===== config.mk =====
export PLATFORM = sky130hd
export DESIGN_NAME = c2p_post
export DESIGN_NICKNAME = d
export VERILOG_FILES = /design/src/rtl/c2p_pkg.sv /design/src/rtl/c2p_post.sv
export SDC_FILE = /design/constraint.sdc
export NUM_CORES = 1
export LEC_CHECK = 0
export ABC_AREA = 1
export BUFFER_PORTS_ARGS = -buffer_cell sky130_fd_sc_hd__buf_2
export CORE_MARGIN = 2
export CORE_UTILIZATION = 40
export DETAILED_ROUTE_END_ITERATION = 7
export PLACE_DENSITY = 0.65
export SYNTH_ARGS = -nofsm -noshare
export SYNTH_HDL_FRONTEND = slang
export SYNTH_SLANG_ARGS = --single-unit

===== constraint.sdc =====
create_clock -name clk -period 3.77 [get_ports clk]
set_clock_uncertainty 0.2 [all_clocks]
set_input_delay 0.5655 -clock clk [delete_from_list [all_inputs] [get_ports clk]]
set_output_delay 0.5655 -clock clk [all_outputs]
set_load 0.02 [all_outputs]

===== src/rtl/c2p_pkg.sv =====
// shared types, constants and arctangent table for the cartesian-to-polar core
`timescale 1ns / 1ps

package c2p_pkg;

    localparam int COORD_WIDTH         = 16;
    localparam int ROTATION_STAGES     = 16;
    localparam int ANGLE_FRACTION_BITS = 7;

    localparam int GUARD_BITS      = 8;
    localparam int TABLE_FRAC      = 24;
    localparam int GAIN_FRAC       = 22;
    localparam int GAIN_WIDTH      = 22;
    localparam int TABLE_IDX_WIDTH = 5;
    localparam int ANGLE_WIDTH     = 9 + ANGLE_FRACTION_BITS;
    localparam int XY_WIDTH        = COORD_WIDTH + GUARD_BITS + 3;
    localparam int Z_WIDTH         = 32;
    localparam int PROD_WIDTH      = XY_WIDTH + GAIN_WIDTH;
    localparam int STAGE_IDX_WIDTH = (ROTATION_STAGES > 1) ? $clog2(ROTATION_STAGES) : 1;

    localparam int RADIUS_SHIFT = GAIN_FRAC + GUARD_BITS;
    localparam int ANGLE_SHIFT  = TABLE_FRAC - ANGLE_FRACTION_BITS;

    localparam logic [GAIN_WIDTH-1:0] INV_GAIN = GAIN_WIDTH'(2547003);
    localparam logic [PROD_WIDTH-1:0] RADIUS_ROUND = PROD_WIDTH'(1) << (RADIUS_SHIFT - 1);
    localparam logic [Z_WIDTH:0]      ANGLE_ROUND  = (Z_WIDTH + 1)'(1) << (ANGLE_SHIFT - 1);
    localparam logic signed [Z_WIDTH-1:0] Z_RIGHT  = Z_WIDTH'(90) << TABLE_FRAC;

    localparam logic [ANGLE_WIDTH:0] ANG_90  = (ANGLE_WIDTH + 1)'(90)  << ANGLE_FRACTION_BITS;
    localparam logic [ANGLE_WIDTH:0] ANG_180 = (ANGLE_WIDTH + 1)'(180) << ANGLE_FRACTION_BITS;
    localparam logic [ANGLE_WIDTH:0] ANG_270 = (ANGLE_WIDTH + 1)'(270) << ANGLE_FRACTION_BITS;
    localparam logic [ANGLE_WIDTH:0] ANG_360 = (ANGLE_WIDTH + 1)'(360) << ANGLE_FRACTION_BITS;

    localparam logic [2:0] QUAD_AXIS = 3'd0;
    localparam logic [2:0] QUAD_1    = 3'd1;
    localparam logic [2:0] QUAD_2    = 3'd2;
    localparam logic [2:0] QUAD_3    = 3'd3;
    localparam logic [2:0] QUAD_4    = 3'd4;

    typedef struct packed {
        logic signed [COORD_WIDTH-1:0] x_coord;
        logic signed [COORD_WIDTH-1:0] y_coord;
    } point_t;

    typedef struct packed {
        logic [2:0]             quadrant;
        logic [COORD_WIDTH-1:0] radius;
        logic [ANGLE_WIDTH-1:0] angle;
    } polar_t;

    // values that ride alongside the rotation untouched
    typedef struct packed {
        logic [2:0]             quad;
        logic                   on_axis;
        logic [COORD_WIDTH-1:0] axis_radius;
        logic [ANGLE_WIDTH-1:0] axis_angle;
    } side_t;

    typedef struct packed {
        logic signed [XY_WIDTH-1:0] vx;
        logic signed [XY_WIDTH-1:0] vy;
        logic signed [Z_WIDTH-1:0]  z;
        side_t                      side;
    } vec_t;

    // round(atan(2^-i) degrees * 2^24)
    function automatic logic [Z_WIDTH-1:0] atan_q24(input logic [TABLE_IDX_WIDTH-1:0] idx);
        logic [Z_WIDTH-1:0] v;
        case (idx)
            5'd0:    v = 32'd754974720;
            5'd1:    v = 32'd445687602;
            5'd2:    v = 32'd235489088;
            5'd3:    v = 32'd119537938;
            5'd4:    v = 32'd60000934;
            5'd5:    v = 32'd30029717;
            5'd6:    v = 32'd15018523;
            5'd7:    v = 32'd7509720;
            5'd8:    v = 32'd3754917;
            5'd9:    v = 32'd1877466;
            5'd10:   v = 32'd938734;
            5'd11:   v = 32'd469367;
            5'd12:   v = 32'd234684;
            5'd13:   v = 32'd117342;
            5'd14:   v = 32'd58671;
            5'd15:   v = 32'd29335;
            5'd16:   v = 32'd14668;
            5'd17:   v = 32'd7334;
            5'd18:   v = 32'd3667;
            5'd19:   v = 32'd1833;
            5'd20:   v = 32'd917;
            5'd21:   v = 32'd458;
            5'd22:   v = 32'd229;
            5'd23:   v = 32'd115;
            5'd24:   v = 32'd57;
            5'd25:   v = 32'd29;
            5'd26:   v = 32'd14;
            5'd27:   v = 32'd7;
            5'd28:   v = 32'd4;
            5'd29:   v = 32'd2;
            5'd30:   v = 32'd1;
            default: v = 32'd0;
        endcase
        return v;
    endfunction

endpackage


===== src/rtl/c2p_post.sv =====
// gain correction, angle unfolding and output register
`timescale 1ns / 1ps

module c2p_post
    import c2p_pkg::*;
(
    input  logic   clk,
    input  logic   rst_n,
    input  logic   in_valid,
    input  vec_t   in_data,
    output logic   hold,
    output logic   out_valid,
    output polar_t out_data,
    input  logic   out_hold
);

    logic                    mul_valid_reg;
    logic                    mul_valid_next;
    logic [PROD_WIDTH-1:0]   prod_reg;
    logic [PROD_WIDTH-1:0]   prod_next;
    logic [ANGLE_WIDTH-1:0]  ang_reg;
    logic [ANGLE_WIDTH-1:0]  ang_next;
    side_t                   side_reg;
    logic                    mul_hold;

    logic                    out_valid_reg;
    logic                    out_valid_next;
    polar_t                  out_reg;
    polar_t                  out_next;

    logic [Z_WIDTH-1:0]      z_clamped;
    logic [Z_WIDTH:0]        z_rounded;
    logic [ANGLE_WIDTH:0]    a_first;
    logic [ANGLE_WIDTH:0]    a_turn;
    logic [PROD_WIDTH-1:0]   prod_rounded;

    assign mul_hold = out_valid_reg && out_hold;
    assign hold     = mul_valid_reg && mul_hold;

    always_comb
    begin
        prod_next = PROD_WIDTH'(in_data.vx) * PROD_WIDTH'(INV_GAIN);

        if (in_data.z[Z_WIDTH-1])
            z_clamped = '0;
        else if (in_data.z > Z_RIGHT)
            z_clamped = Z_RIGHT;
        else
            z_clamped = in_data.z;
        z_rounded = {1'b0, z_clamped} + ANGLE_ROUND;
        a_first   = {1'b0, z_rounded[ANGLE_SHIFT +: ANGLE_WIDTH]};

        case (in_data.side.quad)
            QUAD_2:  a_turn = ANG_180 - a_first;
            QUAD_3:  a_turn = ANG_180 + a_first;
            QUAD_4:  a_turn = (a_first == '0) ? '0 : (ANG_360 - a_first);
            default: a_turn = a_first;
        endcase
        ang_next = a_turn[ANGLE_WIDTH-1:0];

        mul_valid_next = hold ? mul_valid_reg : in_valid;
    end

    always_comb
    begin
        prod_rounded = prod_reg + RADIUS_ROUND;
        out_next.quadrant = side_reg.quad;
        if (side_reg.on_axis)
        begin
            out_next.radius = side_reg.axis_radius;
            out_next.angle  = side_reg.axis_angle;
        end
        else
        begin
            out_next.radius = prod_rounded[RADIUS_SHIFT +: COORD_WIDTH];
            out_next.angle  = ang_reg;
        end
        out_valid_next = mul_hold ? out_valid_reg : mul_valid_reg;
    end

    always_ff @(posedge clk or negedge rst_n)
    begin
        if (!rst_n)
        begin
            mul_valid_reg <= 1'b0;
            out_valid_reg <= 1'b0;
        end
        else
        begin
            mul_valid_reg <= mul_valid_next;
            out_valid_reg <= out_valid_next;
        end
    end

    always_ff @(posedge clk)
    begin
        if (!hold && in_valid)
        begin
            prod_reg <= prod_next;
            ang_reg  <= ang_next;
            side_reg <= in_data.side;
        end
        if (!mul_hold && mul_valid_reg)
            out_reg <= out_next;
    end

    assign out_valid = out_valid_reg;
    assign out_data  = out_reg;

endmodule


**Word-level counts from Yosys, hierarchy flattened**

Cells that the tools add are included.

- Output and inout port bits: 37
- Input port bits: 126
- Bits in registers: 135
- Word-level logic and storage cells: 33

- Multiplexer cells: 5
- $add $sub $neg: 5
- Magnitude comparators: 1
- Multipliers: 1
- Eq/ne operators: 3
- Reductions and logical operators: 7

Operator list:

| cell | number |
|---|---|
| $mux 32 | 2 |
| $pmux 16 s3 | 1 |
| $add 46x30->46 const B | 1 |
| $mul 27x23->46 const B | 1 |
| $add 32x17->33 const B | 1 |
| $gt 32x32->1 const B | 1 |
| $mux 31 | 1 |
| $add 15x16->16 const A | 1 |
| $logic_not 16->1 | 1 |
| $mux 16 | 1 |
| $sub 15x16->16 const A | 1 |
| $sub 16x16->16 const A | 1 |
| $eq 3x2->1 const B | 2 |
| $logic_and 1x1->1 | 4 |
| $eq 3x3->1 const B | 1 |
| $logic_not 1->1 | 2 |

**Depth between registers and ports, before layout**

- Depth in word-level cells: 7
- Depth in mapped cells: 30
- Mapped depth without buffers: 30

**Worst setup path after synthesis**

OpenSTA, ideal clock, no wires.

- Path kind: input to register
- From: input in_data[106] (netlist name)
- To: register prod_reg[40] (data pin)
- Cell stages on the path: 25
- Slack: -2.396 ns
- Buffers on the path: 0
- Data required time: 3.311 ns
- Arrival: 5.707 ns
- Library setup time: 0.259 ns
- Cell sequence: ha_1 > fa_1 > inv_1 > fa_1 > inv_1 > fa_1 > inv_1 > fa_1 > inv_1 > fa_1 > inv_1 > fa_1 > inv_1 > ha_1 > a21oi_1 > o21ai_0 > nand2_1 > nand2_1 > a21oi_1 > nand2_1 > a21boi_0 > o21ai_0 > nand2_1 > nand2_1 > xor2_1

- Longest elaborated chain between the ends: 1

Ends and longest elaborated chain:

| item | line | RTL |
|---|---|---|
| from (decl) | c2p_post.sv:10 | `input vec_t in_data,` |
| $mul 27x23->46 | c2p_post.sv:42 | `prod_next = PROD_WIDTH'(in_data.vx) * PROD_WIDTH'(INV_GAIN);` |
| named net prod_next[40] | c2p_post.sv:20 | `logic [PROD_WIDTH-1:0] prod_next;` |
| to (signal assigned) | c2p_post.sv:99 | `prod_reg <= prod_next;` |
| to (decl) | c2p_post.sv:19 | `logic [PROD_WIDTH-1:0] prod_reg;` |

The timed path passes the listed nets, and every way through them passes these cells.
A chain may end at the register's enable or synchronous reset.

**Worst setup path after layout**

Ends and elaborated chain as after synthesis.

==> results.cfg <==
[run_status]
violations = setup timing
status = finished, violations left

[cts]
clock_path_buffers = 2
h-tree-depth = 3
numCtsBuffers = 9
path_clk_slew_ns = 0.07
clkLatencyLatePin_ns = 0.35
clock-root-buffer = clkbuf_16
cts.sinks = 106
cts_tree = yes

[synthesis]
syn_inst = 1999
yosys.area.top_type = fa_1
post-synth-top-count-cell = inv_1
syn_area_sq_um = 18300
ys_ff_latch = 106
seq_area_frac_synth_pct = 17.4
synth_common_cells = inv_1 (596), fa_1 (288), ha_1 (269)
synth_edf_count = 104
syn_avg_cell_area_sq_um = 9.14
ys.flop_type = edfxtp_1
syn-num-nets = 2682
synth_top_area_share_pct = 31.6
ys_async_sr_fraction_pct = 1.89
synth.top_cells.by_area = fa_1 (32%), ha_1 (18%), edfxtp_1 (17%), inv_1 (12%), nand2_1 (5.5%)
yosys_warnings = 0
ys_types = 49

[worst_hold_path]
hp-class = in -> reg

[final_layout]
nets = 3146
register_area_sq_um = 3170
multiInputGateArea_sq_um = 14300
nFillCells = 3957
antenna_cells = 0
stdcell_count = 3068
stdcell_area_sq_um = 24200
syn_to_final_growth_pct = 32.7
largest_register_ffs = 35
layout-drive-gt1-share_pct = 30.1

[detailed_routing]
vias = 14600
first_pass_iters = 6
drt-vias-per-instance = 4.74
ant_nets = 0
wl_per_cell_um = 16.3
drc = 0
routed_wirelength_um = 50000
drtIter0Drc = 647

[critical_path]
crit_type = in -> reg
start_kind = primary input
crit_arrival_ns = 5.78
crit_fanout = 4
crit_required_ns = 3.67
end_kind = flop

[grt]
grtUsageTotal_pct = 21.2
grt_pass1_vias = 15100
grt_max_degree = 40
grt_antenna_before_repair = 0
gr-total-overflow = 0
grt_pass1_wl_um = 78800

[placed_design]
gp_congestion = 0.938
place_area_sq_um = 22500
hpwl_um = 43400
dpl.cell_count = 3012
io_buffer_count = 135

[floorplanning]
io-pin-count = 163
die_area_sq_um = 47400
num_rows = 78
initial_utilization_pct = 40.4
fp.dieW_um = 218
core_sq_um = 45200
die_h_um = 218

[timing]
rsz0062_at_grt = yes
relSlewSlack_pct = 26.2
setup_viol = 17
max_freq_mhz = 170
min_period_ns = 5.88
final_hold_viol_count = 0
setup_slack_ns = -2.11
worstMarginPinSlew_ns = 1.11
slew_violations = 0
period_share_pct = 156

[job]
max_cap_violations = 0
## stage by stage
step / util [%] / worst slack [ns] / TNS, ns / hold WS (ns)
floorplan: - / -2.11 / -30.00 / 0.0699
global placement: 49.8 / -2.66 / -42.33 / 0.152
detailed placement: 49.8 / -2.73 / -42.85 / 0.158
CTS: 52.8 / -2.06 / -32.59 / 0.185
global route: 53.6 / -2.33 / -37.39 / 0.182
finish: 53.6 / -2.11 / -34.18 / 0.192
## cell families after synthesis
kind of cell	after synthesis	share of synthesized area [%]
simple gates	500	11.9
compound gates	159	4.92
buf+inv	611	12.7
flops	106	17.4
fa+ha+maj	557	50.0
xor+xnor	66	3.16
## area by class of cell
| type | instances | share of cell area (%) |
|---|---|---|
| Clock buffer | 10 | 0.986 |
| Clock inverter | 6 | 0.325 |
| Tap cell | 600 | 3.10 |
| Multi-Input combinational cell | 1282 | 58.9 |
| Inverter | 599 | 9.31 |
| Sequential cell | 106 | 13.1 |
| Timing Repair Buffer | 465 | 14.3 |
## metal layers
layer | wire (um) | global-route usage (%) | vias up
li1 | - | - | 7037
met1 | 23500 | 30.5 | 7113
met2 | 23000 | 34.4 | 348
met3 | 2530 | 2.76 | 58
met4 | 988 | 4.29 | 0
met5 | 0 | 0 | -
## worst paths after layout
kind / from / to / slack, ns / cells past startpoint
worst min register to register: out_next[34]$_DFFE_PP_ / out_data[34]$_DFFE_PP_ / 0.22 / 0
worst max-delay path: in_data[106] / prod_reg[40]$_DFFE_PP_ / -2.11 / 28
max in group asynchronous: rst_n / out_valid$_DFFE_PN0N_ / 2.95 / 2
worst max register to register: prod_reg[29]$_DFFE_PP_ / out_data[31]$_DFFE_PP_ / 0.80 / 14
worst min-delay path: in_data[18] / side_reg[18]$_DFFE_PP_ / 0.19 / 1
min in group asynchronous: rst_n / mul_valid_reg$_DFFE_PN0N_ / 0.33 / 2
## placed cells by master, fill, tap and decap left out, drive strengths merged, types with 2 or more instances in the layout
| cell type | netlist | final |
|---|---|---|
| a21o | 7 | 7 |
| a21oi | 69 | 69 |
| a31oi | 7 | 7 |
| and2 | 2 | 2 |
| buf | 4 | 463 |
| clkbuf | 8 | 11 |
| clkinv | 1 | 2 |
| dfrtp | 2 | 2 |
| edfxtp | 104 | 104 |
| fa | 288 | 288 |
| ha | 269 | 269 |
| inv | 598 | 602 |
| nand2 | 276 | 276 |
| nand3 | 59 | 59 |
| nand4 | 25 | 25 |
| nor2 | 116 | 116 |
| nor3 | 7 | 7 |
| nor4 | 7 | 7 |
| o21a | 4 | 4 |
| o21ai | 47 | 47 |
| o21bai | 2 | 2 |
| o221ai | 4 | 4 |
| o22ai | 8 | 8 |
| o31ai | 5 | 5 |
| or2 | 5 | 5 |
| xnor2 | 18 | 18 |
| xor2 | 48 | 48 |
## critical path, stage by stage
cell and delay, ns:
buf_12 0.11, ha_4 0.25, buf_6 0.12, fa_1 0.52
inv_2 0.05, fa_1 0.47, inv_1 0.05, fa_1 0.48
inv_1 0.05, fa_1 0.48, inv_1 0.05, fa_1 0.49
inv_2 0.04, fa_1 0.51, inv_2 0.05, ha_4 0.25
buf_4 0.14, a21oi_4 0.15, o21ai_2 0.08, nand2_1 0.08
nand2_1 0.06, a21oi_2 0.13, nand2_2 0.07, a21boi_2 0.16
o21ai_2 0.08, nand2_1 0.07, nand2_1 0.06, xor2_1 0.16
## timing repair
| action | 4_1_cts | 5_1_grt |
|---|---|---|
| hold endpoints to repair | 2 | 0 |
| setup buffers | 27 | 14 |
| hold buffers | 1 | 0 |
| resized for setup | 203 | 70 |
| setup endpoints to repair | 17 | 17 |
| pin swaps | 117 | 70 |
Power is not shown: default switching activity piles up to over one toggle a cycle in this logic, so the estimate is an artifact.
