--- config.mk ---
export PLATFORM = sky130hd
export DESIGN_NAME = c2p_cell
export DESIGN_NICKNAME = d
export VERILOG_FILES = /design/src/rtl/c2p_pkg.sv /design/src/rtl/c2p_cell.sv
export SDC_FILE = /design/constraint.sdc
export NUM_CORES = 1
export LEC_CHECK = 0
export ABC_CLOCK_PERIOD_IN_PS = 7700
export BUFFER_PORTS_ARGS = -buffer_cell sky130_fd_sc_hd__buf_2
export CELL_PAD_IN_SITES_DETAIL_PLACEMENT = 1
export CELL_PAD_IN_SITES_GLOBAL_PLACEMENT = 1
export CORE_ASPECT_RATIO = 0.8
export CORE_MARGIN = 1
export CORE_UTILIZATION = 40
export DETAILED_ROUTE_END_ITERATION = 6
export HOLD_SLACK_MARGIN = 0.06
export PLACE_DENSITY = 0.83
export SKIP_LAST_GASP = 1
export SLEW_MARGIN = 20
export SYNTH_ARGS = -nofsm -noshare
export SYNTH_HDL_FRONTEND = slang
export SYNTH_SLANG_ARGS = --single-unit
--- constraint.sdc ---
create_clock -name clk -period 7.7 [get_ports clk]
set_input_delay 1.925 -clock clk [delete_from_list [all_inputs] [get_ports clk]]
set_output_delay 1.925 -clock clk [all_outputs]
set_load 0.005 [all_outputs]
--- src/rtl/c2p_pkg.sv ---
// shared types, constants and arctangent table for the cartesian-to-polar core
`timescale 1ns / 1ps

package c2p_pkg;

    localparam int COORD_WIDTH         = 16;
    localparam int ROTATION_STAGES     = 16;
    localparam int ANGLE_FRACTION_BITS = 7;

    localparam int GUARD_BITS      = 8;
    localparam int TABLE_FRAC      = 24;
    localparam int GAIN_FRAC       = 22;
    localparam int GAIN_WIDTH      = 22;
    localparam int TABLE_IDX_WIDTH = 5;
    localparam int ANGLE_WIDTH     = 9 + ANGLE_FRACTION_BITS;
    localparam int XY_WIDTH        = COORD_WIDTH + GUARD_BITS + 3;
    localparam int Z_WIDTH         = 32;
    localparam int PROD_WIDTH      = XY_WIDTH + GAIN_WIDTH;
    localparam int STAGE_IDX_WIDTH = (ROTATION_STAGES > 1) ? $clog2(ROTATION_STAGES) : 1;

    localparam int RADIUS_SHIFT = GAIN_FRAC + GUARD_BITS;
    localparam int ANGLE_SHIFT  = TABLE_FRAC - ANGLE_FRACTION_BITS;

    localparam logic [GAIN_WIDTH-1:0] INV_GAIN = GAIN_WIDTH'(2547003);
    localparam logic [PROD_WIDTH-1:0] RADIUS_ROUND = PROD_WIDTH'(1) << (RADIUS_SHIFT - 1);
    localparam logic [Z_WIDTH:0]      ANGLE_ROUND  = (Z_WIDTH + 1)'(1) << (ANGLE_SHIFT - 1);
    localparam logic signed [Z_WIDTH-1:0] Z_RIGHT  = Z_WIDTH'(90) << TABLE_FRAC;

    localparam logic [ANGLE_WIDTH:0] ANG_90  = (ANGLE_WIDTH + 1)'(90)  << ANGLE_FRACTION_BITS;
    localparam logic [ANGLE_WIDTH:0] ANG_180 = (ANGLE_WIDTH + 1)'(180) << ANGLE_FRACTION_BITS;
    localparam logic [ANGLE_WIDTH:0] ANG_270 = (ANGLE_WIDTH + 1)'(270) << ANGLE_FRACTION_BITS;
    localparam logic [ANGLE_WIDTH:0] ANG_360 = (ANGLE_WIDTH + 1)'(360) << ANGLE_FRACTION_BITS;

    localparam logic [2:0] QUAD_AXIS = 3'd0;
    localparam logic [2:0] QUAD_1    = 3'd1;
    localparam logic [2:0] QUAD_2    = 3'd2;
    localparam logic [2:0] QUAD_3    = 3'd3;
    localparam logic [2:0] QUAD_4    = 3'd4;

    typedef struct packed {
        logic signed [COORD_WIDTH-1:0] x_coord;
        logic signed [COORD_WIDTH-1:0] y_coord;
    } point_t;

    typedef struct packed {
        logic [2:0]             quadrant;
        logic [COORD_WIDTH-1:0] radius;
        logic [ANGLE_WIDTH-1:0] angle;
    } polar_t;

    // values that ride alongside the rotation untouched
    typedef struct packed {
        logic [2:0]             quad;
        logic                   on_axis;
        logic [COORD_WIDTH-1:0] axis_radius;
        logic [ANGLE_WIDTH-1:0] axis_angle;
    } side_t;

    typedef struct packed {
        logic signed [XY_WIDTH-1:0] vx;
        logic signed [XY_WIDTH-1:0] vy;
        logic signed [Z_WIDTH-1:0]  z;
        side_t                      side;
    } vec_t;

    // round(atan(2^-i) degrees * 2^24)
    function automatic logic [Z_WIDTH-1:0] atan_q24(input logic [TABLE_IDX_WIDTH-1:0] idx);
        logic [Z_WIDTH-1:0] v;
        case (idx)
            5'd0:    v = 32'd754974720;
            5'd1:    v = 32'd445687602;
            5'd2:    v = 32'd235489088;
            5'd3:    v = 32'd119537938;
            5'd4:    v = 32'd60000934;
            5'd5:    v = 32'd30029717;
            5'd6:    v = 32'd15018523;
            5'd7:    v = 32'd7509720;
            5'd8:    v = 32'd3754917;
            5'd9:    v = 32'd1877466;
            5'd10:   v = 32'd938734;
            5'd11:   v = 32'd469367;
            5'd12:   v = 32'd234684;
            5'd13:   v = 32'd117342;
            5'd14:   v = 32'd58671;
            5'd15:   v = 32'd29335;
            5'd16:   v = 32'd14668;
            5'd17:   v = 32'd7334;
            5'd18:   v = 32'd3667;
            5'd19:   v = 32'd1833;
            5'd20:   v = 32'd917;
            5'd21:   v = 32'd458;
            5'd22:   v = 32'd229;
            5'd23:   v = 32'd115;
            5'd24:   v = 32'd57;
            5'd25:   v = 32'd29;
            5'd26:   v = 32'd14;
            5'd27:   v = 32'd7;
            5'd28:   v = 32'd4;
            5'd29:   v = 32'd2;
            5'd30:   v = 32'd1;
            default: v = 32'd0;
        endcase
        return v;
    endfunction

endpackage

--- src/rtl/c2p_cell.sv ---
// one vectoring rotation cell of the chain
`timescale 1ns / 1ps

module c2p_cell
    import c2p_pkg::*;
(
    input  logic                       clk,
    input  logic                       rst_n,
    input  logic [STAGE_IDX_WIDTH-1:0] stage_index,
    input  logic                       in_valid,
    input  vec_t                       in_data,
    output logic                       hold,
    output logic                       out_valid,
    output vec_t                       out_data,
    input  logic                       out_hold
);

    logic                       valid_reg;
    logic                       valid_next;
    vec_t                       data_reg;
    vec_t                       data_next;
    logic signed [XY_WIDTH-1:0] dx;
    logic signed [XY_WIDTH-1:0] dy;
    logic signed [Z_WIDTH-1:0]  step_angle;

    assign hold = valid_reg && out_hold;

    always_comb
    begin
        dx = in_data.vy >>> stage_index;
        dy = in_data.vx >>> stage_index;
        step_angle = atan_q24(TABLE_IDX_WIDTH'(stage_index));
        data_next = in_data;
        // y non-negative: rotate clockwise
        if (!in_data.vy[XY_WIDTH-1])
        begin
            data_next.vx = in_data.vx + dx;
            data_next.vy = in_data.vy - dy;
            data_next.z  = in_data.z + step_angle;
        end
        else
        begin
            data_next.vx = in_data.vx - dx;
            data_next.vy = in_data.vy + dy;
            data_next.z  = in_data.z - step_angle;
        end
        valid_next = hold ? valid_reg : in_valid;
    end

    always_ff @(posedge clk or negedge rst_n)
    begin
        if (!rst_n)
            valid_reg <= 1'b0;
        else
            valid_reg <= valid_next;
    end

    always_ff @(posedge clk)
    begin
        if (!hold && in_valid)
            data_reg <= data_next;
    end

    assign out_valid = valid_reg;
    assign out_data  = data_reg;

endmodule

Yosys cells after proc, flatten, opt, wreduce, memory -nomap -nowiden:

Memory sizes are Yosys's and may differ from the RTL's.
Index checks and enable logic that the tools add are counted.
W data, S select, Z words.

* logic and storage cells: 21
* output and inout port bits: 124
* memory bits (read-only): 480
* memories kept: 1
* register bits: 123
* input bits: 130

* multiplexer cells: 1
* shifts and indexed selects: 2
* reduce and logical (&&, ||, !) cells: 3
* $add $sub $neg: 6

Memories
* (name not given): depth 16, width 30, read ports 1, clocked after Yosys merged registers in 0, wr ports 0, RTL line c2p_pkg.sv:69 `case (idx)`

Operator list (number)
* $mux W86: 1
* $add A27 B27 Y27: 2
* $sshr A27 B4 Y27: 2
* $sub A27 B27 Y27: 2
* $add A32 B32 Y32: 1
* $sub A32 B32 Y32: 1
* $logic_and A1 B1 Y1: 2
* $logic_not A1 Y1: 1

Logic depth before layout (Yosys ltp):

Gate-level depths: netlist (run 1).

* depth in word-level cells: 3
* gate-level depth with buffers: 28

Worst setup path before layout (run 1):

No wires, ideal clock.

* kind: input-to-reg
* start: input port out_hold
* end: register data_reg (netlist bit out_data[0]), enable pin
* data arrival time: 7.497 ns
* stages on the path: 2
* library setup time: 0.619 ns
* path buffers: 0
* required time: 7.081 ns
* slack: -0.416 ns
* cell sequence: and2_1 > nor2b_1

* word-level cells in the longest chain between the ends: 3

RTL lines
* start, declared: RTL line c2p_cell.sv:15 `input logic out_hold`
* $logic_and A1 B1 Y1: RTL line c2p_cell.sv:26 `assign hold = valid_reg && out_hold;`
* $logic_not A1 Y1: RTL line c2p_cell.sv:60 `if (!hold && in_valid)`
* $logic_and A1 B1 Y1: RTL line c2p_cell.sv:60
* end signal, assigned: RTL line c2p_cell.sv:61 `data_reg <= data_next;`
* end, declared: RTL line c2p_cell.sv:20 `vec_t data_reg;`

No other way between the ends.
A chain may end at the register's enable or synchronous reset.

==> report_table.html, run 1 <==
<table>
<tr><th>Metric</th><th>Value</th></tr>
<tr><th colspan="2">Outcome</th></tr>
<tr><td>Outcome</td><td>finished clean</td></tr>
<tr><th colspan="2">Global routing</th></tr>
<tr><td>Pin count of the biggest net entering global routing</td><td>64</td></tr>
<tr><td>Vias in the first global route</td><td>12,100</td></tr>
<tr><td>Global-route usage over all layers</td><td>0.249</td></tr>
<tr><td>Overflow left after global routing</td><td>0</td></tr>
<tr><td>Global-route wire length before repair</td><td>66,000 microns</td></tr>
<tr><td>Antenna violations before repair</td><td>4</td></tr>
<tr><th colspan="2">STA</th></tr>
<tr><td>Number of hold violations in the final report</td><td>0</td></tr>
<tr><td>Transition at the pin with the smallest max-transition slack</td><td>0.867 ns</td></tr>
<tr><td>Max transition margin</td><td>0.422</td></tr>
<tr><td>Max Clock Freq</td><td>0.142 GHz</td></tr>
<tr><td>Final TNS setup</td><td>0 ns</td></tr>
<tr><td>Setup repair after global routing missed its margin</td><td>no</td></tr>
<tr><td>Setup clock skew after layout</td><td>0.00707 ns</td></tr>
<tr><td>Max-slew violations</td><td>0</td></tr>
<tr><td>Period utilisation layout</td><td>0.914</td></tr>
<tr><td>Final period demand of the worst path</td><td>7.04 ns</td></tr>
<tr><td>Number of endpoints failing setup at the final stage</td><td>0</td></tr>
<tr><th colspan="2">Route</th></tr>
<tr><td>DRC viols</td><td>0</td></tr>
<tr><td>Average wire length per cell after detail routing</td><td>20.7 microns</td></tr>
<tr><td>Vias per cell</td><td>5.84</td></tr>
<tr><td>TritonRoute pass-1 iters</td><td>5</td></tr>
<tr><td>Top layer in use</td><td>met5</td></tr>
<tr><td>Met3 Routed Length</td><td>2760 microns</td></tr>
<tr><td>Drt first-iter violations</td><td>826</td></tr>
<tr><td>Total number of vias</td><td>12,100</td></tr>
<tr><td>Length of routed met2 wiring</td><td>21,200 microns</td></tr>
<tr><td>Final antenna-violating net count</td><td>0</td></tr>
<tr><td>Routed wire length</td><td>43,000 microns</td></tr>
<tr><td>Post-route met1 wirelength</td><td>18,300 microns</td></tr>
<tr><th colspan="2">Setup path</th></tr>
<tr><td>List of cells traversed by the critical path</td><td>buf_2 -&gt; buf_4 -&gt; mux4_2 -&gt; mux2_2 -&gt; mux2_2 -&gt; inv_1 -&gt; ha_1 -&gt; inv_1 -&gt; o32a_1 -&gt; nor3_2 -&gt; nand3_1 -&gt; o21ai_0 -&gt; xnor2_1 -&gt; ha_1 -&gt; nand3_1 -&gt; or3_1 -&gt; a211oi_1 -&gt; o211ai_1 -&gt; a31oi_1 -&gt; o21a_1 -&gt; nor2_1 -&gt; xnor2_1</td></tr>
<tr><td>Worst EP arrival</td><td>7.24 ns</td></tr>
<tr><td>Critical R2R Capture</td><td>out_data[120]$_DFFE_PP_</td></tr>
<tr><td>Worst setup path class</td><td>in -&gt; reg</td></tr>
<tr><td>Cell depth of the worst flop-to-flop path</td><td>4</td></tr>
<tr><td>Crit path max fanout</td><td>20</td></tr>
<tr><td>Capturing element type of the critical path</td><td>register</td></tr>
<tr><td>Critical path data required time</td><td>7.90 ns</td></tr>
<tr><td>Slowest stage cell, crit path</td><td>mux4_2</td></tr>
<tr><td>Setup slack on the worst flop-to-flop path</td><td>5.16 ns</td></tr>
<tr><td>Max incr delay on CP</td><td>0.54 ns</td></tr>
<tr><td>Crit path launch type</td><td>primary input</td></tr>
<tr><td>Start of the worst register-to-register path</td><td>out_valid$_DFFE_PN0N_</td></tr>
<tr><th colspan="2">Worst hold path</th></tr>
<tr><td>Hold crit path type</td><td>reg -&gt; reg</td></tr>
<tr><td>Startpoint of the most critical hold path</td><td>out_valid$_DFFE_PN0N_</td></tr>
<tr><td>Worst Hold Path Cells</td><td>2</td></tr>
<tr><td>End point of the most critical hold path</td><td>out_valid$_DFFE_PN0N_</td></tr>
<tr><th colspan="2">Final layout</th></tr>
<tr><td>Area growth, synth to finish</td><td>16.4%</td></tr>
<tr><td>Final net count</td><td>1,869</td></tr>
<tr><td>Highest-count cells in the layout ignoring fill and taps</td><td>251 x buf_2, 125 x a21oi_1, 124 x nand2_1</td></tr>
<tr><td>Most common cell after layout, fill and taps aside</td><td>buf_2</td></tr>
<tr><td>Share of final-layout standard cells stronger than drive strength 1</td><td>0.255</td></tr>
<tr><th colspan="2">Die</th></tr>
<tr><td>Chip Height</td><td>165 microns</td></tr>
<tr><td>Die area</td><td>34,000 sq um</td></tr>
<tr><td>Count of standard-cell rows</td><td>59</td></tr>
<tr><td>Area inside the core boundary</td><td>32,600 sq um</td></tr>
<tr><td>Overall die width</td><td>206 microns</td></tr>
<tr><td>Initial standard-cell utilization of the core</td><td>0.408</td></tr>
<tr><td>Boundary Pins</td><td>254</td></tr>
<tr><th colspan="2">Power and ir drop</th></tr>
<tr><td>Overall power consumption</td><td>0.00307 W</td></tr>
<tr><td>Power density over the cells</td><td>198 nW/um^2</td></tr>
<tr><td>Static Leakage</td><td>6.49 nW</td></tr>
<tr><td>Worst vdd rail ir drop</td><td>0.134 mV</td></tr>
<tr><th colspan="2">Placement</th></tr>
<tr><td>Placed wire-length estimate</td><td>33,500 microns</td></tr>
<tr><td>Gpl congestion</td><td>0.938</td></tr>
<tr><td>Port Buffers</td><td>253</td></tr>
<tr><th colspan="2">Yosys</th></tr>
<tr><td>Distinct cell type count after synthesis</td><td>90</td></tr>
<tr><td>Average size of a mapped cell</td><td>9.43 sq um</td></tr>
<tr><td>XOR/XNOR share of the synthesized area</td><td>0.0961</td></tr>
<tr><td>Multiplexer fraction of the synthesized cell area</td><td>0.149</td></tr>
<tr><td>Area share of and/or/nand/nor cells after synthesis</td><td>0.157</td></tr>
<tr><td>Fraction of registers with async set/reset</td><td>0.00813</td></tr>
<tr><td>Number of storage elements in the synthesis netlist</td><td>123</td></tr>
<tr><td>Total nets after synthesis</td><td>1,642</td></tr>
<tr><td>Adder-cell area share of the yosys netlist</td><td>0.0967</td></tr>
<tr><td>Number of enable flip-flop cells after synthesis</td><td>122</td></tr>
<tr><td>Synth Flop Type</td><td>edfxtp_1</td></tr>
<tr><td>Share of the yosys chip area belonging to registers</td><td>0.277</td></tr>
<tr><td>Number of synthesis warnings</td><td>0</td></tr>
<tr><td>Compound-gate portion of the synthesized area</td><td>0.181</td></tr>
<tr><td>Area of the mapped netlist</td><td>13,300 sq um</td></tr>
<tr><td>Gate Count Post-Synth</td><td>1,411</td></tr>
<tr><td>Largest family of logic cells by synthesized area</td><td>compound AO/OA/AOI/OAI gates</td></tr>
<tr><th colspan="2">Clocking</th></tr>
<tr><td>Number of buffers added by the clock tree synthesis step</td><td>17</td></tr>
<tr><td>Clock tree sinks</td><td>123</td></tr>
<tr><td>Setup Fix Bufs, Post-CTS</td><td>0</td></tr>
<tr><td>Clock transition time at the flip-flop clock pins of the worst setup and hold paths</td><td>0.07 ns</td></tr>
<tr><td>TritonCTS clock tree</td><td>yes</td></tr>
<tr><td>Clock latency reported for the late side of the worst-skew pair</td><td>0.44 ns</td></tr>
<tr><td>Clock root buffer</td><td>clkbuf_16</td></tr>
<tr><td>Number of levels the H-tree was split into</td><td>4</td></tr>
<tr><td>Deepest clock path buffer count</td><td>2</td></tr>
<tr><td>Hold bufs inserted after CTS</td><td>0</td></tr>
<tr><td>Total of cells resized after clock tree synthesis</td><td>0</td></tr>
<tr><th colspan="2">Run</th></tr>
<tr><td>Max-cap violation count</td><td>0</td></tr>
</table>
flip-flops by register name, summed over array words and instances (netlist names):
| signal | cells |
|---|---|
| out_data | 122 |
| out_valid | 1 |
per-layer routing:
layer / global-route usage / up-vias
met3: 0.0471 / 62
met5: 0 / -
met2: 0.429 / 435
met1: 0.315 / 5911
li1: - / 5729
met4: 0.0732 / 2
logic make-up (layout without fill, tap and decap cells):
group | Yosys count | after routing
XOR/XNOR | 145 | 145
multiplexers | 130 | 130
buffers and inverters | 113 | 353
adder cells (fa/ha/maj) | 101 | 101
AO/OA/AOI/OAI | 378 | 378
flip-flops | 123 | 123
AND/OR/NAND/NOR | 421 | 421
other | 0 | 2
critical path: cells and delay by family:
kind / cells / cell delay, ns
AOI/OAI and AO/OA: 6 / 1.75
muxes: 3 / 1.12
and+or+nand+nor: 5 / 1.01
adders and majority gates: 2 / 0.63
buffers and inverters: 4 / 0.56
xor gates and xnor gates: 2 / 0.23
metrics by stage:
step | area [sq um] | hold slack [ns] | setup slack [ns] | std cells | util
floorplan | 13300 | 0.660 | 0.00915 | 1411 | -
global placement | 14900 | 0.683 | 0.396 | 2046 | 0.457
detailed placement | 14900 | 0.685 | 0.287 | 2046 | 0.457
finish | 15500 | 0.701 | 0.662 | 2080 | 0.475
global route | 15500 | 0.774 | 0.262 | 2080 | 0.475
CTS | 15500 | 0.715 | 0.719 | 2078 | 0.474
cell usage after synthesis, drive strengths merged (30+ instances only):
master,number,area [sq um]
inv,41,154
edfxtp,122,3660
xnor2,101,892
a21oi,125,626
nand2,126,488
xor2,44,385
o21ai,88,444
buf,47,327
ha,98,1230
nor2,122,460
nand3,30,155
mux4,50,1130
mux2i,54,557
worst max path at each step:
stage / to / cells past startpoint / from / slack, ns
finish: out_data[93]$_DFFE_PP_ / 22 / stage_index[1] / 0.66
global route: out_data[93]$_DFFE_PP_ / 22 / stage_index[0] / 0.26
CTS: out_data[93]$_DFFE_PP_ / 22 / stage_index[0] / 0.72
detailed placement: out_data[93]$_DFFE_PP_ / 22 / stage_index[0] / 0.29
global placement: out_data[93]$_DFFE_PP_ / 22 / stage_index[1] / 0.40
floorplan: out_data[67]$_DFFE_PP_ / 28 / stage_index[1] / 0.009
power breakdown:
group	internal, W	switching, W
clock	0.000430	0.000387
combinational	0.000575	0.000760
sequential	0.000896	0.0000229
total	0.00190	0.00117
layout make-up:
class                   count  area, sq um
multi-input cells        1175         9040
clock buffers              17          425
clock inverters            15          149
well taps                 427          534
fillers                  3849        17100
flip-flops and latches    123         3690
inverters                  41          154
diodes                      2         5.00
repair buffers            280         1490
No activity file was read; power rests on OpenSTA's default activity.
==> run 2, diff against run 1 <==
- RECOVER_POWER: not set -> 25
==> run 2 against run 1 <==
Against the previous run: sequential power about the same; via count about the same; non-clock buffer count unchanged; global-route usage unchanged; sequential share of layout area increased by 0.075 points; register-to-register slack got worse by 0.03 ns; hold slack improved by 0.051 ns; total power decreased by 0.22%.
==> report_table.html, run 2 (synthesis results as in run 1) <==
<table>
<tr><th>Metric</th><th>Value</th></tr>
<tr><th colspan="2">Power and ir drop</th></tr>
<tr><td>Power Internal</td><td>0.00189 W (-0.44%)</td></tr>
<tr><td>Static Leakage</td><td>6.39 nW (-1.7%)</td></tr>
<tr><td>Sequential cell fraction of total power</td><td>0.300 (about the same)</td></tr>
<tr><td>Overall power consumption</td><td>0.00306 W (-0.22%)</td></tr>
<tr><td>Switching Share</td><td>0.382 (+0.00138)</td></tr>
<tr><td>Switching power summed over all nets</td><td>0.00117 W (+0.14%)</td></tr>
<tr><td>Worst vdd rail ir drop</td><td>0.134 mV (about the same)</td></tr>
<tr><td>Part of the power in the clock network</td><td>0.266 (about the same)</td></tr>
<tr><td>Combinational Power Share</td><td>0.433 (-0.002)</td></tr>
<tr><td>Power density over the cells</td><td>198 nW/um^2 (about the same)</td></tr>
<tr><th colspan="2">Clocking</th></tr>
<tr><td>Total of cells resized after clock tree synthesis</td><td>0 (unchanged)</td></tr>
<tr><td>Number of buffers added by the clock tree synthesis step</td><td>17 (unchanged)</td></tr>
<tr><td>Clock transition time at the flip-flop clock pins of the worst setup and hold paths</td><td>0.07 ns (about the same)</td></tr>
<tr><td>Clock latency reported for the late side of the worst-skew pair</td><td>0.44 ns (about the same)</td></tr>
<tr><td>TritonCTS clock tree</td><td>yes</td></tr>
<tr><td>Clock root buffer</td><td>clkbuf_16</td></tr>
<tr><td>Clock tree sinks</td><td>123 (unchanged)</td></tr>
<tr><td>Number of levels the H-tree was split into</td><td>4 (unchanged)</td></tr>
<tr><td>Deepest clock path buffer count</td><td>2 (unchanged)</td></tr>
<tr><td>Setup Fix Bufs, Post-CTS</td><td>0 (unchanged)</td></tr>
<tr><td>Hold bufs inserted after CTS</td><td>0 (unchanged)</td></tr>
<tr><th colspan="2">Setup path</th></tr>
<tr><td>Cell depth of the worst flop-to-flop path</td><td>4 (unchanged)</td></tr>
<tr><td>Worst EP arrival</td><td>7.23 ns (about the same)</td></tr>
<tr><td>Crit path buf inv count</td><td>4 (unchanged)</td></tr>
<tr><td>Max incr delay on CP</td><td>0.54 ns (about the same)</td></tr>
<tr><td>Destination of the critical timing path</td><td>out_data[93]$_DFFE_PP_</td></tr>
<tr><td>Setup slack on the worst flop-to-flop path</td><td>5.13 ns (-0.03 ns)</td></tr>
<tr><td>Start of the worst register-to-register path</td><td>out_valid$_DFFE_PN0N_</td></tr>
<tr><td>Slowest stage cell, crit path</td><td>mux4_2</td></tr>
<tr><td>Worst setup path class</td><td>in -&gt; reg</td></tr>
<tr><td>Critical R2R Capture</td><td>out_data[120]$_DFFE_PP_</td></tr>
<tr><td>Crit path max fanout</td><td>20 (unchanged)</td></tr>
<tr><td>Top Family by Delay on Critical Path</td><td>compound AO/OA/AOI/OAI gates</td></tr>
<tr><td>Crit path launch type</td><td>primary input</td></tr>
<tr><td>Number of logic stages on the critical path including buffering</td><td>22 (unchanged)</td></tr>
<tr><td>Start point of the critical path</td><td>stage_index[1]</td></tr>
<tr><td>List of cells traversed by the critical path</td><td>buf_2 -&gt; buf_4 -&gt; mux4_2 -&gt; mux2_2 -&gt; mux2_2 -&gt; inv_1 -&gt; ha_1 -&gt; inv_1 -&gt; o32a_1 -&gt; nor3_2 -&gt; nand3_1 -&gt; o21ai_0 -&gt; xnor2_1 -&gt; ha_1 -&gt; nand3_1 -&gt; or3_1 -&gt; a211oi_1 -&gt; o211ai_1 -&gt; a31oi_1 -&gt; o21a_1 -&gt; nor2_1 -&gt; xnor2_1</td></tr>
<tr><td>Capturing element type of the critical path</td><td>register</td></tr>
<tr><td>Critical path data required time</td><td>7.90 ns (about the same)</td></tr>
<tr><th colspan="2">Route</th></tr>
<tr><td>Length of routed met2 wiring</td><td>21,100 microns (-0.30%)</td></tr>
<tr><td>Drt first-iter violations</td><td>866 (+4.8%)</td></tr>
<tr><td>Total number of vias</td><td>12,100 (-0.049%)</td></tr>
<tr><td>Top layer in use</td><td>met5</td></tr>
<tr><td>Vias per cell</td><td>5.83 (about the same)</td></tr>
<tr><td>Routed wire length</td><td>43,100 microns (+0.21%)</td></tr>
<tr><td>Final antenna-violating net count</td><td>0 (unchanged)</td></tr>
<tr><td>Post-route met1 wirelength</td><td>18,500 microns (+1.2%)</td></tr>
<tr><td>Average wire length per cell after detail routing</td><td>20.7 microns (+0.21%)</td></tr>
<tr><td>Met3 Routed Length</td><td>2690 microns (-2.6%)</td></tr>
<tr><td>TritonRoute pass-1 iters</td><td>5 (unchanged)</td></tr>
<tr><td>DRC viols</td><td>0 (unchanged)</td></tr>
<tr><th colspan="2">Run</th></tr>
<tr><td>Max-cap violation count</td><td>0 (unchanged)</td></tr>
<tr><th colspan="2">Final layout</th></tr>
<tr><td>Area growth, synth to finish</td><td>16.1%</td></tr>
<tr><td>Number of standard cells in the final layout excluding fillers</td><td>2,080 (unchanged)</td></tr>
<tr><td>Highest-count cells in the layout ignoring fill and taps</td><td>212 x buf_2, 125 x a21oi_1, 124 x nand2_1</td></tr>
<tr><td>Most common cell after layout, fill and taps aside</td><td>buf_2</td></tr>
<tr><td>Core Util, Final</td><td>0.473 (-0.00150)</td></tr>
<tr><td>Final net count</td><td>1,869 (unchanged)</td></tr>
<tr><td>Max reg flops</td><td>122 (unchanged)</td></tr>
<tr><td>Share of final-layout standard cells stronger than drive strength 1</td><td>0.231 (-0.0236)</td></tr>
<tr><td>Fill count</td><td>3,857 (+0.21%)</td></tr>
<tr><th colspan="2">Global routing</th></tr>
<tr><td>Global-route wire length before repair</td><td>66,000 microns (unchanged)</td></tr>
<tr><td>Antenna violations before repair</td><td>4 (unchanged)</td></tr>
<tr><td>Vias in the first global route</td><td>12,100 (unchanged)</td></tr>
<tr><td>Global-route usage over all layers</td><td>0.249 (unchanged)</td></tr>
<tr><td>Overflow left after global routing</td><td>0 (unchanged)</td></tr>
<tr><td>Pin count of the biggest net entering global routing</td><td>64 (unchanged)</td></tr>
<tr><th colspan="2">STA</th></tr>
<tr><td>Setup ws final</td><td>0.667 ns (+0.00537 ns)</td></tr>
<tr><td>Max-slew violations</td><td>0 (unchanged)</td></tr>
<tr><td>Max transition margin</td><td>0.423 (+0.00142)</td></tr>
<tr><td>Number of hold violations in the final report</td><td>0 (unchanged)</td></tr>
<tr><td>Number of endpoints failing setup at the final stage</td><td>0 (unchanged)</td></tr>
<tr><td>Max Clock Freq</td><td>0.142 GHz (about the same)</td></tr>
<tr><td>Final TNS setup</td><td>0 ns (unchanged)</td></tr>
<tr><td>Period utilisation layout</td><td>0.913 (about the same)</td></tr>
<tr><td>Transition at the pin with the smallest max-transition slack</td><td>0.865 ns (-0.00212 ns)</td></tr>
<tr><td>Final period demand of the worst path</td><td>7.03 ns (-0.00537 ns)</td></tr>
<tr><td>Setup clock skew after layout</td><td>0.00708 ns (+0.0000152 ns)</td></tr>
<tr><td>Setup repair after global routing missed its margin</td><td>no</td></tr>
<tr><th colspan="2">Die</th></tr>
<tr><td>Overall die width</td><td>206 microns (unchanged)</td></tr>
<tr><td>Count of standard-cell rows</td><td>59 (unchanged)</td></tr>
<tr><td>Die area</td><td>34,000 sq um (unchanged)</td></tr>
<tr><td>Boundary Pins</td><td>254 (unchanged)</td></tr>
<tr><td>Chip Height</td><td>165 microns (unchanged)</td></tr>
<tr><td>Area inside the core boundary</td><td>32,600 sq um (unchanged)</td></tr>
<tr><td>Initial standard-cell utilization of the core</td><td>0.408 (unchanged)</td></tr>
<tr><th colspan="2">Placement</th></tr>
<tr><td>Placed wire-length estimate</td><td>33,500 microns (unchanged)</td></tr>
<tr><td>Port Buffers</td><td>253 (unchanged)</td></tr>
<tr><td>Placed Cells</td><td>2,046 (unchanged)</td></tr>
<tr><td>Gpl congestion</td><td>0.938 (unchanged)</td></tr>
<tr><td>Placement-stage worst setup slack</td><td>0.287 ns (unchanged)</td></tr>
<tr><th colspan="2">Outcome</th></tr>
<tr><td>Outcome</td><td>finished clean</td></tr>
<tr><th colspan="2">Worst hold path</th></tr>
<tr><td>Hold crit path type</td><td>reg -&gt; reg</td></tr>
</table>
-- run 2: cell count changes in the layout (fill, tap and decap cells not counted) --
| cell | before | now |
|---|---|---|
| and2_0 | 0 | 1 |
| buf_2 | 251 | 212 |
| clkbuf_1 | 0 | 38 |
| buf_1 | 0 | 1 |
| and2_1 | 19 | 18 |
-- run 2: worst reg2reg max path: cells and delay by family (launching register included) --
kind / cells / cell delay [ns]
simple gates: 2 / 0.33
buf+inv: 2 / 1.43
flops: 1 / 0.37
-- run 2: area by class of cell --
class	instances	area [sq um]	area share
Timing Repair Buffer	280	1440	0.0931
Clock buffer	17	425	0.0276
Multi-Input combinational cell	1175	9040	0.586
Antenna cell	2	5.00	0.000324
Tap cell	427	534	0.0346
Inverter	41	154	0.00997
Clock inverter	15	149	0.00965
Sequential cell	123	3690	0.239
-- run 2: how the worst min path moves through the flow --
stage / startpoint / endpoint / slack [ns] / depth (start not counted)
2_1_floorplan: out_valid$_DFFE_PN0N_ / out_valid$_DFFE_PN0N_ / 0.66 / 2
3_3_place_gp: out_valid$_DFFE_PN0N_ / out_valid$_DFFE_PN0N_ / 0.68 / 2
3_5_place_dp: out_valid$_DFFE_PN0N_ / out_valid$_DFFE_PN0N_ / 0.69 / 2
4_1_cts: out_valid$_DFFE_PN0N_ / out_valid$_DFFE_PN0N_ / 0.72 / 2
5_1_grt: out_valid$_DFFE_PN0N_ / out_valid$_DFFE_PN0N_ / 0.84 / 2
6_report: out_valid$_DFFE_PN0N_ / out_valid$_DFFE_PN0N_ / 0.75 / 2
-- run 2: through the flow --
stage	hold WS, ns	area [sq um]
5_1_grt	0.837	15400
3_5_place_dp	0.685	14900
3_3_place_gp	0.683	14900
2_1_floorplan	0.660	13300
4_1_cts	0.715	15500
6_report	0.752	15400
-- run 2: power groups by stage --
stage / Clock (W) / Combinational (W) / Sequential, W
after CTS: 0.000840 / 0.00134 / 0.000921
after global routing: 0.000858 / 0.00146 / 0.000930
after global placement: 0 / 0.00128 / 0.000931
after floorplan: 0 / 0.000915 / 0.000951
after detailed placement: 0 / 0.00133 / 0.000935
final: 0.000816 / 0.00133 / 0.000920
-- run 2: per-layer routing --
layer | up-vias | track usage
li1 | 5721 | -
met1 | 5891 | 0.315
met2 | 450 | 0.429
met3 | 69 | 0.0471
met4 | 2 | 0.0732
met5 | - | 0
